**src/bmsc_pkg.sv**
```systemverilog
// shared types and constants for the brace matcher
`timescale 1ns / 1ps

package bmsc_pkg;

    localparam int DEPTH_W = 16;
    localparam int LEVEL_W = 16;
    localparam int BYTE_W  = 8;
    localparam int SAT_W   = (DEPTH_W > LEVEL_W) ? DEPTH_W : LEVEL_W;

    localparam logic [BYTE_W-1:0] CH_LBRACE    = 8'h7B;
    localparam logic [BYTE_W-1:0] CH_RBRACE    = 8'h7D;
    localparam logic [BYTE_W-1:0] CH_DQUOTE    = 8'h22;
    localparam logic [BYTE_W-1:0] CH_SQUOTE    = 8'h27;
    localparam logic [BYTE_W-1:0] CH_BACKTICK  = 8'h60;
    localparam logic [BYTE_W-1:0] CH_SLASH     = 8'h2F;
    localparam logic [BYTE_W-1:0] CH_STAR      = 8'h2A;
    localparam logic [BYTE_W-1:0] CH_BACKSLASH = 8'h5C;
    localparam logic [BYTE_W-1:0] CH_NEWLINE   = 8'h0A;

    typedef enum logic [2:0] {
        MODE_CODE  = 3'd0,
        MODE_DQ    = 3'd1,
        MODE_SQ    = 3'd2,
        MODE_BT    = 3'd3,
        MODE_LINE  = 3'd4,
        MODE_BLOCK = 3'd5
    } t_mode;

    typedef enum logic [2:0] {
        ST_IDLE      = 3'd0,
        ST_SCAN      = 3'd1,
        ST_MATCH     = 3'd2,
        ST_NOT_FOUND = 3'd3,
        ST_BAD_START = 3'd4
    } t_status;

    typedef logic [DEPTH_W-1:0] t_depth;
    typedef logic [LEVEL_W-1:0] t_level;

    typedef struct packed {
        logic [BYTE_W-1:0] text_byte;
        logic              start_mark;
        logic              end_mark;
    } t_item;

    typedef struct packed {
        t_status status;
        t_level  level;
    } t_result;

    // depth as shown on the port, held at all ones if it does not fit
    function automatic t_level f_show_level(input t_depth d);
        logic [SAT_W-1:0] wide;
        wide = SAT_W'(d);
        if (wide > SAT_W'({LEVEL_W{1'b1}})) begin
            return {LEVEL_W{1'b1}};
        end else begin
            return wide[LEVEL_W-1:0];
        end
    endfunction

endpackage

```
**src/bmsc_if.sv**
```systemverilog
// valid/ready channels for text bytes and scan results
`timescale 1ns / 1ps

interface bmsc_in_if;
    logic                              valid;
    logic                              ready;
    logic [bmsc_pkg::BYTE_W-1:0]       text_byte;
    logic                              start_mark;
    logic                              end_mark;

    modport source (output valid, output text_byte, output start_mark, output end_mark,
                    input ready);
    modport sink   (input valid, input text_byte, input start_mark, input end_mark,
                    output ready);
endinterface

interface bmsc_out_if;
    logic                  valid;
    logic                  ready;
    bmsc_pkg::t_status     status;
    bmsc_pkg::t_level      level;

    modport source (output valid, output status, output level, input ready);
    modport sink   (input valid, input status, input level, output ready);
endinterface

```
**src/bmsc_in_reg.sv**
```systemverilog
// input register for one text byte and its marks
`timescale 1ns / 1ps

module bmsc_in_reg (
    input  logic            i_clk,
    input  logic            i_rst_n,
    input  logic            i_valid,
    output logic            o_ready,
    input  bmsc_pkg::t_item i_item,
    input  logic            i_take,
    output logic            o_valid,
    output bmsc_pkg::t_item o_item
);

    logic            r_valid;
    logic            n_valid;
    bmsc_pkg::t_item r_item;

    assign o_ready = !r_valid || i_take;
    assign n_valid = (i_valid && o_ready) || (r_valid && !i_take);

    always_ff @(posedge i_clk) begin
        if (!i_rst_n) begin
            r_valid <= 1'b0;
        end else begin
            r_valid <= n_valid;
        end
    end

    always_ff @(posedge i_clk) begin
        if (i_valid && o_ready) begin
            r_item <= i_item;
        end
    end

    assign o_valid = r_valid;
    assign o_item  = r_item;

endmodule

```
**src/bmsc_scan.sv**
```systemverilog
// lexical scanner state and per-byte update
`timescale 1ns / 1ps

module bmsc_scan (
    input  logic              i_clk,
    input  logic              i_rst_n,
    input  logic              i_step,
    input  bmsc_pkg::t_item   i_item,
    output bmsc_pkg::t_result o_result
);

    bmsc_pkg::t_mode                 r_mode;
    bmsc_pkg::t_mode                 n_mode;
    bmsc_pkg::t_depth                r_depth;
    bmsc_pkg::t_depth                n_depth;
    logic [bmsc_pkg::BYTE_W-1:0]     r_prev;
    logic                            r_slash;
    logic                            n_slash;
    logic                            r_active;
    logic                            n_active;

    logic [bmsc_pkg::BYTE_W-1:0]     w_c;
    logic                            w_esc;
    logic                            w_code;
    logic                            w_match;
    bmsc_pkg::t_depth                w_dec;

    assign w_c   = i_item.text_byte;
    assign w_esc = (r_prev == bmsc_pkg::CH_BACKSLASH);
    assign w_dec = (r_depth != '0) ? (r_depth - bmsc_pkg::DEPTH_W'(1)) : r_depth;

    always_comb begin
        n_mode   = r_mode;
        n_depth  = r_depth;
        n_slash  = r_slash;
        n_active = r_active;
        w_code   = 1'b0;
        w_match  = 1'b0;
        o_result.status = bmsc_pkg::ST_IDLE;
        o_result.level  = '0;

        if (i_item.start_mark) begin
            n_mode  = bmsc_pkg::MODE_CODE;
            n_slash = 1'b0;
            if (w_c != bmsc_pkg::CH_LBRACE) begin
                n_active        = 1'b0;
                n_depth         = '0;
                o_result.status = bmsc_pkg::ST_BAD_START;
            end else begin
                n_depth         = bmsc_pkg::DEPTH_W'(1);
                n_active        = !i_item.end_mark;
                o_result.status = i_item.end_mark ? bmsc_pkg::ST_NOT_FOUND
                                                  : bmsc_pkg::ST_SCAN;
                o_result.level  = bmsc_pkg::f_show_level(n_depth);
            end
        end else if (r_active) begin
            case (r_mode)
                bmsc_pkg::MODE_DQ: begin
                    if (w_c == bmsc_pkg::CH_DQUOTE && !w_esc) n_mode = bmsc_pkg::MODE_CODE;
                end
                bmsc_pkg::MODE_SQ: begin
                    if (w_c == bmsc_pkg::CH_SQUOTE && !w_esc) n_mode = bmsc_pkg::MODE_CODE;
                end
                bmsc_pkg::MODE_BT: begin
                    if (w_c == bmsc_pkg::CH_BACKTICK && !w_esc) n_mode = bmsc_pkg::MODE_CODE;
                end
                bmsc_pkg::MODE_LINE: begin
                    if (w_c == bmsc_pkg::CH_NEWLINE) n_mode = bmsc_pkg::MODE_CODE;
                end
                bmsc_pkg::MODE_BLOCK: begin
                    if (w_c == bmsc_pkg::CH_SLASH && r_prev == bmsc_pkg::CH_STAR) begin
                        n_mode = bmsc_pkg::MODE_CODE;
                    end
                end
                default: begin
                    w_code = 1'b1;
                    if (r_slash) begin
                        n_slash = 1'b0;
                        if (w_c == bmsc_pkg::CH_SLASH) begin
                            n_mode = bmsc_pkg::MODE_LINE;
                            w_code = 1'b0;
                        end else if (w_c == bmsc_pkg::CH_STAR) begin
                            n_mode = bmsc_pkg::MODE_BLOCK;
                            w_code = 1'b0;
                        end
                    end
                end
            endcase

            if (w_code) begin
                if (w_c == bmsc_pkg::CH_LBRACE) begin
                    if (r_depth != '1) n_depth = r_depth + bmsc_pkg::DEPTH_W'(1);
                end else if (w_c == bmsc_pkg::CH_RBRACE) begin
                    n_depth = w_dec;
                    w_match = (w_dec == '0);
                end else if (w_c == bmsc_pkg::CH_DQUOTE) begin
                    n_mode = bmsc_pkg::MODE_DQ;
                end else if (w_c == bmsc_pkg::CH_SQUOTE) begin
                    n_mode = bmsc_pkg::MODE_SQ;
                end else if (w_c == bmsc_pkg::CH_BACKTICK) begin
                    n_mode = bmsc_pkg::MODE_BT;
                end else if (w_c == bmsc_pkg::CH_SLASH) begin
                    n_slash = 1'b1;
                end
            end

            if (w_match) begin
                n_active        = 1'b0;
                o_result.status = bmsc_pkg::ST_MATCH;
            end else begin
                o_result.level = bmsc_pkg::f_show_level(n_depth);
                if (i_item.end_mark) begin
                    n_active        = 1'b0;
                    o_result.status = bmsc_pkg::ST_NOT_FOUND;
                end else begin
                    o_result.status = bmsc_pkg::ST_SCAN;
                end
            end
        end
    end

    always_ff @(posedge i_clk) begin
        if (!i_rst_n) begin
            r_mode   <= bmsc_pkg::MODE_CODE;
            r_depth  <= '0;
            r_prev   <= '0;
            r_slash  <= 1'b0;
            r_active <= 1'b0;
        end else if (i_step) begin
            r_mode   <= n_mode;
            r_depth  <= n_depth;
            r_prev   <= w_c;
            r_slash  <= n_slash;
            r_active <= n_active;
        end
    end

endmodule

```
**src/bmsc_out_reg.sv**
```systemverilog
// result register for one status beat
`timescale 1ns / 1ps

module bmsc_out_reg (
    input  logic              i_clk,
    input  logic              i_rst_n,
    input  logic              i_load,
    input  bmsc_pkg::t_result i_result,
    output logic              o_free,
    output logic              o_valid,
    input  logic              i_ready,
    output bmsc_pkg::t_result o_result
);

    logic              r_valid;
    logic              n_valid;
    bmsc_pkg::t_result r_result;

    assign o_free  = !r_valid || i_ready;
    assign n_valid = i_load || (r_valid && !i_ready);

    always_ff @(posedge i_clk) begin
        if (!i_rst_n) begin
            r_valid <= 1'b0;
        end else begin
            r_valid <= n_valid;
        end
    end

    always_ff @(posedge i_clk) begin
        if (i_load) begin
            r_result <= i_result;
        end
    end

    assign o_valid  = r_valid;
    assign o_result = r_result;

endmodule

```
**src/brace_matcher_skip_strings_comments_top.sv**
```systemverilog
// Matching-brace finder that skips strings and comments, one byte per beat.
// A beat with start_mark opens a search on '{'; each beat gives one result beat
// with status and the nesting level. Throughput is one byte per clock while the
// result side is ready: the scanner state (mode, depth, previous byte, pending
// slash, active flag) updates as the byte moves from the input register into the
// result register, where its result beat is then valid. Backpressure on the result
// side stalls the input side through the two registers without losing beats.
`timescale 1ns / 1ps

module brace_matcher_skip_strings_comments_top (
    input  logic              i_clk,
    input  logic              i_rst_n,
    bmsc_in_if.sink           i_in,
    bmsc_out_if.source        o_out
);

    bmsc_pkg::t_item   w_in_item;
    bmsc_pkg::t_item   w_item;
    bmsc_pkg::t_result w_result;
    bmsc_pkg::t_result w_out_result;
    logic              w_item_valid;
    logic              w_out_free;
    logic              w_step;

    assign w_in_item.text_byte  = i_in.text_byte;
    assign w_in_item.start_mark = i_in.start_mark;
    assign w_in_item.end_mark   = i_in.end_mark;

    assign w_step = w_item_valid && w_out_free;

    bmsc_in_reg u_in_reg (
        .i_clk   (i_clk),
        .i_rst_n (i_rst_n),
        .i_valid (i_in.valid),
        .o_ready (i_in.ready),
        .i_item  (w_in_item),
        .i_take  (w_step),
        .o_valid (w_item_valid),
        .o_item  (w_item)
    );

    bmsc_scan u_scan (
        .i_clk    (i_clk),
        .i_rst_n  (i_rst_n),
        .i_step   (w_step),
        .i_item   (w_item),
        .o_result (w_result)
    );

    bmsc_out_reg u_out_reg (
        .i_clk    (i_clk),
        .i_rst_n  (i_rst_n),
        .i_load   (w_step),
        .i_result (w_result),
        .o_free   (w_out_free),
        .o_valid  (o_out.valid),
        .i_ready  (o_out.ready),
        .o_result (w_out_result)
    );

    assign o_out.status = w_out_result.status;
    assign o_out.level  = w_out_result.level;

endmodule

```
**src/flat_wrapper.sv**
```systemverilog
// flat-port wrapper written by rule: the top's interface ports become plain ports
module brace_matcher_skip_strings_comments_top_flat 
  (i_clk, i_rst_n, i_in_valid, i_in_text_byte, i_in_start_mark, i_in_end_mark, i_in_ready, o_out_valid, o_out_status, o_out_level, o_out_ready);
  bmsc_in_if i_in_i ();
  bmsc_out_if o_out_i ();
  input  logic i_clk;
  input  logic i_rst_n;
  input wire logic [$bits(i_in_i.valid)-1:0] i_in_valid;
  input wire logic [$bits(i_in_i.text_byte)-1:0] i_in_text_byte;
  input wire logic [$bits(i_in_i.start_mark)-1:0] i_in_start_mark;
  input wire logic [$bits(i_in_i.end_mark)-1:0] i_in_end_mark;
  output wire logic [$bits(i_in_i.ready)-1:0] i_in_ready;
  output wire logic [$bits(o_out_i.valid)-1:0] o_out_valid;
  output wire logic [$bits(o_out_i.status)-1:0] o_out_status;
  output wire logic [$bits(o_out_i.level)-1:0] o_out_level;
  input wire logic [$bits(o_out_i.ready)-1:0] o_out_ready;
  assign i_in_i.valid = i_in_valid;
  assign i_in_i.text_byte = i_in_text_byte;
  assign i_in_i.start_mark = i_in_start_mark;
  assign i_in_i.end_mark = i_in_end_mark;
  assign i_in_ready = i_in_i.ready;
  assign o_out_valid = o_out_i.valid;
  assign o_out_status = o_out_i.status;
  assign o_out_level = o_out_i.level;
  assign o_out_i.ready = o_out_ready;
  brace_matcher_skip_strings_comments_top u_core (.i_clk(i_clk), .i_rst_n(i_rst_n), .i_in(i_in_i), .o_out(o_out_i));
endmodule
```
**config.mk**
```make
export PLATFORM = sky130hd
export DESIGN_NAME = brace_matcher_skip_strings_comments_top_flat
export DESIGN_NICKNAME = d
export VERILOG_FILES = /design/src/bmsc_pkg.sv /design/src/bmsc_if.sv /design/src/bmsc_in_reg.sv /design/src/bmsc_scan.sv /design/src/bmsc_out_reg.sv /design/src/brace_matcher_skip_strings_comments_top.sv /design/src/flat_wrapper.sv
export SDC_FILE = /design/constraint.sdc
export NUM_CORES = 1
export LEC_CHECK = 0
export BUFFER_PORTS_ARGS = -buffer_cell sky130_fd_sc_hd__buf_2
export CAP_MARGIN = 20
export CORE_AREA = 3 3 91 93
export DETAILED_ROUTE_END_ITERATION = 8
export DIE_AREA = 0 0 94 96
export MAX_ROUTING_LAYER = met4
export PLACE_DENSITY = 0.75
export SLEW_MARGIN = 20
export SYNTH_ARGS = -nofsm -noshare
export SYNTH_HDL_FRONTEND = slang
export SYNTH_SLANG_ARGS = --single-unit
```
**constraint.sdc**
```tcl
create_clock -name i_clk -period 3 [get_ports i_clk]
set_clock_uncertainty 0.1 [all_clocks]
set_input_delay 0.3 -clock i_clk [delete_from_list [all_inputs] [get_ports i_clk]]
set_output_delay 0.3 -clock i_clk [all_outputs]
set_load 0.02 [all_outputs]
```
# ---- Word-level counts from Yosys, hierarchy flattened
# Index checks and enable logic that the tools add are counted.
dict set report totals {
  inputBits 14
  regBits 60
}
dict set report classes {
  n_reduce_logical 23
  addsub 2
  magnitude_cmp 1
  muxes 60
  eq_ne 17
}
# operator count
set ops {}
lappend ops {{two-way mux 16 bit} 11}
lappend ops {{two-way mux 3 bit} 18}
lappend ops {{equality test 8 x 6 -> 1 bit (second input constant)} 5}
lappend ops {{two-way mux 19 bit} 2}
lappend ops {{equality test 8 x 7 -> 1 bit (second input constant)} 4}
lappend ops {{two-way mux 1 bit} 27}
lappend ops {{adder 16 x 1 -> 16 bit (second input constant)} 1}
lappend ops {{greater-than comparator 16 bit (second input constant)} 1}
lappend ops {{logical NOT 16 bit} 1}
lappend ops {{!= test 16 bit (second input constant)} 1}
lappend ops {{nonzero test 16 bit} 1}
lappend ops {{subtractor 16 x 1 -> 16 bit (second input constant)} 1}
lappend ops {{one-hot mux 3 bit (5 select lines)} 1}
lappend ops {{equality test 8 x 4 -> 1 bit (second input constant)} 1}
lappend ops {{logical AND 1 bit} 8}
lappend ops {{!= test 8 x 7 -> 1 bit (second input constant)} 1}
lappend ops {{equality test 3 x 2 -> 1 bit (second input constant)} 2}
lappend ops {{equality test 3 bit (second input constant)} 2}
lappend ops {{logical NOT 1 bit} 6}
lappend ops {{OR reduction 5 bit} 1}
lappend ops {{logical OR 1 bit} 4}
lappend ops {{equality test 3 x 1 -> 1 bit (second input constant)} 1}
lappend ops {{two-way mux 2 bit} 1}
lappend ops {{AND reduction 2 bit} 1}
lappend ops {{nonzero test 2 bit} 1}

# ---- Depth between registers and ports, before layout
# Gate-level depths: netlist of run 1.
dict set report logic_depth {
  depth_word 15
  ltp_mapped 12
  mapped_depth_nobuf 9
}

# ---- Cells and area by module
# From an unflattened synthesis of run 1, not the netlist that was laid out.
dict set report hier_totals {
  hier_cells 447
  hier_area_um2 3951.3
}
# mod area_each_um2 cells_each n_inst
set modules_own_cells {}
lappend modules_own_cells {bmsc_scan 2967.8 408 1}
lappend modules_own_cells {bmsc_out_reg 619.3 23 1}
lappend modules_own_cells {bmsc_in_reg 357.8 15 1}
lappend modules_own_cells {brace_matcher_skip_strings_comments_top 6.3 1 1}

# ---- Worst setup path after synthesis of run 1
# No wires, ideal clock.
dict set report synth_path {
  path_kind {register -> register}
  from {register u_core.u_scan.r_depth[0]}
  to {register u_core.u_out_reg.r_result (netlist bit u_core.u_out_reg.o_result[16]) (data pin)}
  t_arrival_ps 2600
  period_less_slack_ps 2957
  path_stages_with_launch 13
  setup_slack_ps 43
  path_buffers 3
  required_time_ps 2643
  cell_sequence {dfxtp_1 > inv_1 > ha_1 > or4b_1 > buf_2 > nor4_4 > a31oi_1 > o221a_1 > nor4_1 > nand2b_1 > buf_6 > buf_6 > nand2_1}
}
# item line_no
set synth_lines {}
lappend synth_lines {{start: declaration} bmsc_scan.sv:14} ;# bmsc_pkg::t_depth r_depth;
lappend synth_lines {{start signal: assignment} bmsc_scan.sv:131} ;# r_depth <= n_depth;
lappend synth_lines {{end signal: assignment} bmsc_out_reg.sv:32} ;# r_result <= i_result;
lappend synth_lines {{end: declaration} bmsc_out_reg.sv:17} ;# bmsc_pkg::t_result r_result;

==> impl_metrics.json, run 1 <==
{
  "final_nets": 525,
  "ys_async_sr_fraction": 0,
  "h-tree-depth": 3,
  "area_growth_pct": 19.1,
  "clk_pin_slew_worst_paths_ns": 0.07,
  "start_kind": "flip-flop",
  "p_leak_nw": 1.69,
  "antenna_found_initial": 0,
  "fmax_mhz": 351,
  "cp-end-kind": "flip-flop",
  "numCtsBuffers": 9,
  "die_x_um": 94,
  "synth-simple-area-share": 0.296,
  "synth_top_area_cell": "edfxtp_1",
  "cp-startpoint": "u_core.u_scan.r_depth[1]$_SDFFE_PN0P_",
  "root_buffer": "clkbuf_8",
  "cp.depth": 10,
  "diodes": 0,
  "wire_per_inst_um": 17.5,
  "synth_xor_area_frac": 0.0140,
  "rsz0062_at_grt": "false",
  "placedInstanceArea_um2": 4230,
  "wirelength_um": 10800,
  "drc_errors": 0,
  "max_stage_delay_ns": 0.53,
  "criticalPathCategory": "flip-flop to flip-flop",
  "hold_path_class": "input port to flip-flop",
  "r2r_slack_ns": 0.15,
  "synth_edf_count": 29,
  "syn-cell-area_um2": 3750,
  "synth.avg_cell_area_um2": 8.25,
  "dpl.hpwl_um": 7780,
  "clk_latency_ns": 0.35,
  "ys_ff_latch": 60,
  "tns_ns": 0,
  "syn_nets": 471,
  "synthCells": 455,
  "io_buffer_count": 34,
  "grtUsageTotal": 0.255,
  "final_area_um2": 4470,
  "yosysSeqAreaShare": 0.397,
  "viasPerCell": 6.17,
  "hold_viol": 0,
  "cp_cell_sequence": "inv_1 > ha_1 > or4b_1 > nor4_4 > a31oi_1 > o221a_1 > nor4_2 > nand2b_1 > buf_12 > o21ai_0",
  "die_height_um": 96,
  "antenna_left": 0,
  "yosysTopAreaCellShare": 0.232,
  "drv_slew": 0,
  "cp.arrival_ns": 2.84,
  "r2r.worst_path.cells": 10,
  "synth_warnings": 0,
  "r2r_end": "u_core.u_out_reg.o_result[0]$_DFFE_PP_",
  "fin_ws_ns": 0.154,
  "dp_slack_ns": 0.0839,
  "die_area_um2": 9020,
  "relSlewSlack": 0.576,
  "crit_end": "u_core.u_out_reg.o_result[0]$_DFFE_PP_",
  "synth_top_family_by_area": "simple AND/OR/NAND/NOR gates",
  "clock_path_buffers": 2,
  "num_rows": 32,
  "synth_compound_area_frac": 0.222,
  "irDropWorstVdd_mv": 0.299,
  "drtPass1Iterations": 5,
  "numClockSinks": 60,
  "cp.required_ns": 2.99,
  "core-area_um2": 7610,
  "rr_startpoint": "u_core.u_scan.r_depth[1]$_SDFFE_PN0P_",
  "period_needed_ns": 2.85,
  "yosys-top-cells-count": "nand2_1, a21oi_1, nor2_1",
  "cp_top_family": "simple AND/OR/NAND/NOR gates",
  "cp_max_fo": 18,
  "io-pin-count": 35,
  "gp_congestion": 1.02,
  "cts_tree": "yes",
  "grt_pass1_wl_um": 17600,
  "path_buf_inv": 2,
  "yosysMostFrequentCell": "nand2_1",
  "ys_types": 67,
  "synth_mux_area_frac": 0.0107,
  "synth_ff_type": "dfxtp_1",
  "post-route-period-util": 0.949,
  "grt_pass1_vias": 3696,
  "grt_max_degree": 28,
  "max_cap_violations": 0,
  "vias": 3802,
  "synth_area_leaders": "edfxtp_1, dfxtp_1, nand2_1",
  "final_core_util": 0.588,
  "finalSetupViolations": 0,
  "drive_gt1_frac": 0.191,
  "grt_overflow": 0,
  "synth_fa_ha_area_frac": 0.00933,
  "status": "finished, final reports clean",
  "worstMarginPinSlew_ns": 0.627,
  "slowest_stage": "or4b_1",
  "initial_core_util": 0.493,
  "cellPowerDensity_nw_per_um2": 415,
  "cts-hold-fix-buffers": 0,
  "drt_iter0_markers": 280,
  "finalHoldWorstSlack_ns": 0.0292
}
## sequential cells by signal (all words and copies together), names as in the netlist
signal / flops
u_core.u_out_reg.o_result: 19
u_core.u_in_reg.o_item: 10
u_core.u_scan.r_slash: 1
u_core.u_scan.r_active: 1
u_core.u_out_reg.o_valid: 1
u_core.u_in_reg.o_valid: 1
u_core.u_scan.r_mode: 3
u_core.u_scan.r_depth: 16
u_core.u_scan.r_prev: 8
## routing by layer
layer,track usage,up-vias,part of all wire
met1,0.300,1790,0.42
met3,0.0500,34,0.062
li1,-,1809,-
met2,0.421,169,0.48
met5,-,-,0
met4,0.124,0,0.033
## power by group
| part | total [mW] | internal (mW) | switching, mW |
|---|---|---|---|
| registers | 0.898 | 0.882 | 0.0162 |
| clock network | 0.864 | 0.538 | 0.326 |
| logic | 0.0936 | 0.0331 | 0.0604 |
## repair_timing
| action | CTS | global route |
|---|---|---|
| endpoints found under the setup margin | 0 | 17 |
| gates resized for setup | 0 | 1 |
| buffers inserted | 0 | 0 |
## worst min path at each step
| stage | start | end | depth (start not counted) |
|---|---|---|---|
| 6_report | i_in_text_byte[1] | u_core.u_in_reg.o_item[3]$_DFFE_PP_ | 1 |
| 5_1_grt | i_in_end_mark | u_core.u_in_reg.o_item[0]$_DFFE_PP_ | 1 |
| 4_1_cts | i_in_text_byte[1] | u_core.u_in_reg.o_item[3]$_DFFE_PP_ | 1 |
| 3_5_place_dp | u_core.u_scan.r_prev[7]$_SDFFE_PN0P_ | u_core.u_scan.r_prev[7]$_SDFFE_PN0P_ | 2 |
| 3_3_place_gp | u_core.u_scan.r_prev[3]$_SDFFE_PN0P_ | u_core.u_scan.r_prev[3]$_SDFFE_PN0P_ | 2 |
| 2_1_floorplan | i_in_end_mark | u_core.u_in_reg.o_item[0]$_DFFE_PP_ | 0 |
## layout make-up
cell class | count | area [um^2]
inverter | 12 | 45.0
multi-input combinational | 351 | 2080
timing repair buffer | 75 | 490
clock inverter | 3 | 68.8
fill | 701 | 3140
tap | 102 | 128
sequential | 60 | 1490
clock buffer | 13 | 169
## layout by cell type (no fill, tap or decap), types with 9 or more instances in the layout
cell type	count
dfxtp_1	31
nand2_1	54
edfxtp_1	29
nand4_1	12
clkbuf_8	12
a21oi_1	39
o21ai_0	28
or3_1	9
buf_2	34
nor3_1	19
nor2_1	38
nand3_1	17
buf_4	40
nor2b_1	9
inv_1	10
## metrics by stage
stage,power [mW],instances
2_1_floorplan,0.970,455
3_3_place_gp,1.01,600
3_5_place_dp,1.01,600
4_1_cts,1.87,616
5_1_grt,1.91,616
6_report,1.86,616
## kinds of logic (layout without fill, tap and decap cells)
family          count (synthesis)  after routing
fa+ha+maj                       3              3
xor+xnor                        6              6
simple gates                  210            210
compound gates                128            128
flops                          60             60
mux                             4              4
buf+inv                        44            103
Power figures use the tool's default switching activity.
==> run 2: changes to the inputs <==
Settings changed: PLACE_DENSITY 0.75 to 0.72.
Clock period 3 ns to 3.55 ns, I/O delays scaled along.
==> run 2 against run 1 <==
  * Setup slack better by 0.033 ns
  * Register-to-register slack gained 0.03 ns
  * First-iteration DRC count up 17%
  * Global-route usage rose by 1.3 points
  * Count of clock-buffer cells in the layout down 1
  * Wire length rose by 3.4%
  * Fmax down 15%
  * Critical endpoint is now u_core.u_out_reg.o_result[9]$_SDFFCE_PP0P_
  * Largest cell class unchanged
  * Highest routed layer unchanged
==> impl_metrics.json, run 2 (synthesis gave the netlist of run 1 again) <==
{
  "drt_iter0_markers": 328,
  "io-pin-count": 35,
  "final_area_um2": 4250,
  "post-route-period-util": 0.947,
  "initial_core_util": 0.493,
  "grtUsageTotal": 0.269,
  "die_area_um2": 9020,
  "h-tree-depth": 3,
  "numCtsBuffers": 9,
  "layout.cells.non_filler": 597,
  "cts_tree": "yes",
  "rr_startpoint": "u_core.u_scan.r_depth[1]$_SDFFE_PN0P_",
  "final_nets": 506,
  "drc_errors": 0,
  "finalSetupViolations": 0,
  "placedInstanceArea_um2": 4080,
  "cp-startpoint": "u_core.u_scan.r_depth[1]$_SDFFE_PN0P_",
  "slowest_stage": "or4b_1",
  "cp_top_family": "simple AND/OR/NAND/NOR gates",
  "hold_path_class": "input port to flip-flop",
  "vias": 3767,
  "diodes": 0,
  "relSlewSlack": 0.510,
  "hold_viol": 0,
  "cp.required_ns": 3.54,
  "path_buf_inv": 2,
  "die_x_um": 94,
  "viasPerCell": 6.31,
  "drive_gt1_frac": 0.156,
  "status": "finished, final reports clean",
  "clk_latency_ns": 0.35,
  "fmax_mhz": 297,
  "r2r.worst_path.cells": 10,
  "clock_path_buffers": 2,
  "num_rows": 32,
  "gp_congestion": 0.981,
  "cp.arrival_ns": 3.36,
  "dpl.hpwl_um": 7870,
  "cp.depth": 10,
  "p_leak_nw": 1.57,
  "antenna_found_initial": 0,
  "start_kind": "flip-flop",
  "numClockSinks": 60,
  "root_buffer": "clkbuf_8",
  "cp_cell_sequence": "inv_1 > ha_1 > or4b_1 > nor4_4 > a31oi_1 > o221a_1 > nor4_1 > nand2b_1 > buf_12 > nor3_1",
  "max_cap_violations": 0,
  "grt_max_degree": 28,
  "io_buffer_count": 34,
  "antenna_left": 0,
  "drv_slew": 0,
  "largest_reg_flops": 19,
  "criticalPathCategory": "flip-flop to flip-flop",
  "worstMarginPinSlew_ns": 0.732,
  "die_height_um": 96,
  "grt_pass1_vias": 3430,
  "max_stage_delay_ns": 0.65,
  "layout_common_cells": "nand2_1, a21oi_1, nor2_1",
  "postCtsResizedCells": 0,
  "grt_pass1_wl_um": 17900,
  "tns_ns": 0,
  "cts_setup_buffers": 0,
  "area_growth_pct": 13.3,
  "period_needed_ns": 3.36,
  "wirelength_um": 11200,
  "clk_pin_slew_worst_paths_ns": 0.07,
  "rsz0062_at_grt": "false",
  "cts-hold-fix-buffers": 0,
  "final_core_util": 0.559,
  "final_common_cell": "nand2_1",
  "core-area_um2": 7610,
  "wire_per_inst_um": 18.7,
  "dp_cells": 581,
  "grt_overflow": 0,
  "holdPathStages": 1,
  "cp-end-kind": "flip-flop",
  "irDropWorstVdd_mv": 0.197,
  "cellPowerDensity_nw_per_um2": 328,
  "cp_max_fo": 13,
  "hold_start": "i_in_text_byte[3]",
  "drtPass1Iterations": 5
}
run 2: through the flow:
| step | total power [mW] | hold WS, ns | setup WS (ns) |
|---|---|---|---|
| finish | 1.40 | 0.0885 | 0.187 |
| detailed placement | 0.853 | 0.356 | 0.252 |
| global placement | 0.850 | 0.342 | 0.379 |
| global route | 1.45 | 0.0650 | 0.0166 |
| floorplan | 0.819 | 0.332 | 0.593 |
| CTS | 1.40 | 0.0855 | 0.243 |
run 2: per-layer routing:
metal / vias to the layer above / global-route usage / share of wire / wire length [um]
li1: 1774 / - / - / -
met5: - / - / 0 / 0
met3: 23 / 0.0774 / 0.077 / 856
met2: 183 / 0.411 / 0.48 / 5320
met4: 0 / 0.107 / 0.017 / 189
met1: 1787 / 0.336 / 0.43 / 4810
run 2: cell type report:
| cell class | instances | area (um^2) |
|---|---|---|
| fill | 721 | 3350 |
| multi-input combinational | 351 | 2070 |
| sequential | 60 | 1490 |
| timing repair buffer | 56 | 348 |
| clock buffer | 12 | 145 |
| tap | 102 | 128 |
| inverter | 12 | 45.0 |
| clock inverter | 4 | 25.0 |
run 2: path summary, 6_finish.rpt:
check	end	slack, ns
worst min register to register	u_core.u_scan.r_prev[7]$_SDFFE_PN0P_	0.36
worst max-delay path	u_core.u_out_reg.o_result[9]$_SDFFCE_PP0P_	0.19
worst min-delay path	u_core.u_in_reg.o_item[5]$_DFFE_PP_	0.09
worst max register to register	u_core.u_out_reg.o_result[9]$_SDFFCE_PP0P_	0.19
run 2: where the power goes:
| group | switching [mW] | internal, mW | total [mW] |
|---|---|---|---|
| registers | 0.0166 | 0.745 | 0.762 |
| logic | 0.0492 | 0.0260 | 0.0753 |
| clock network | 0.288 | 0.272 | 0.560 |
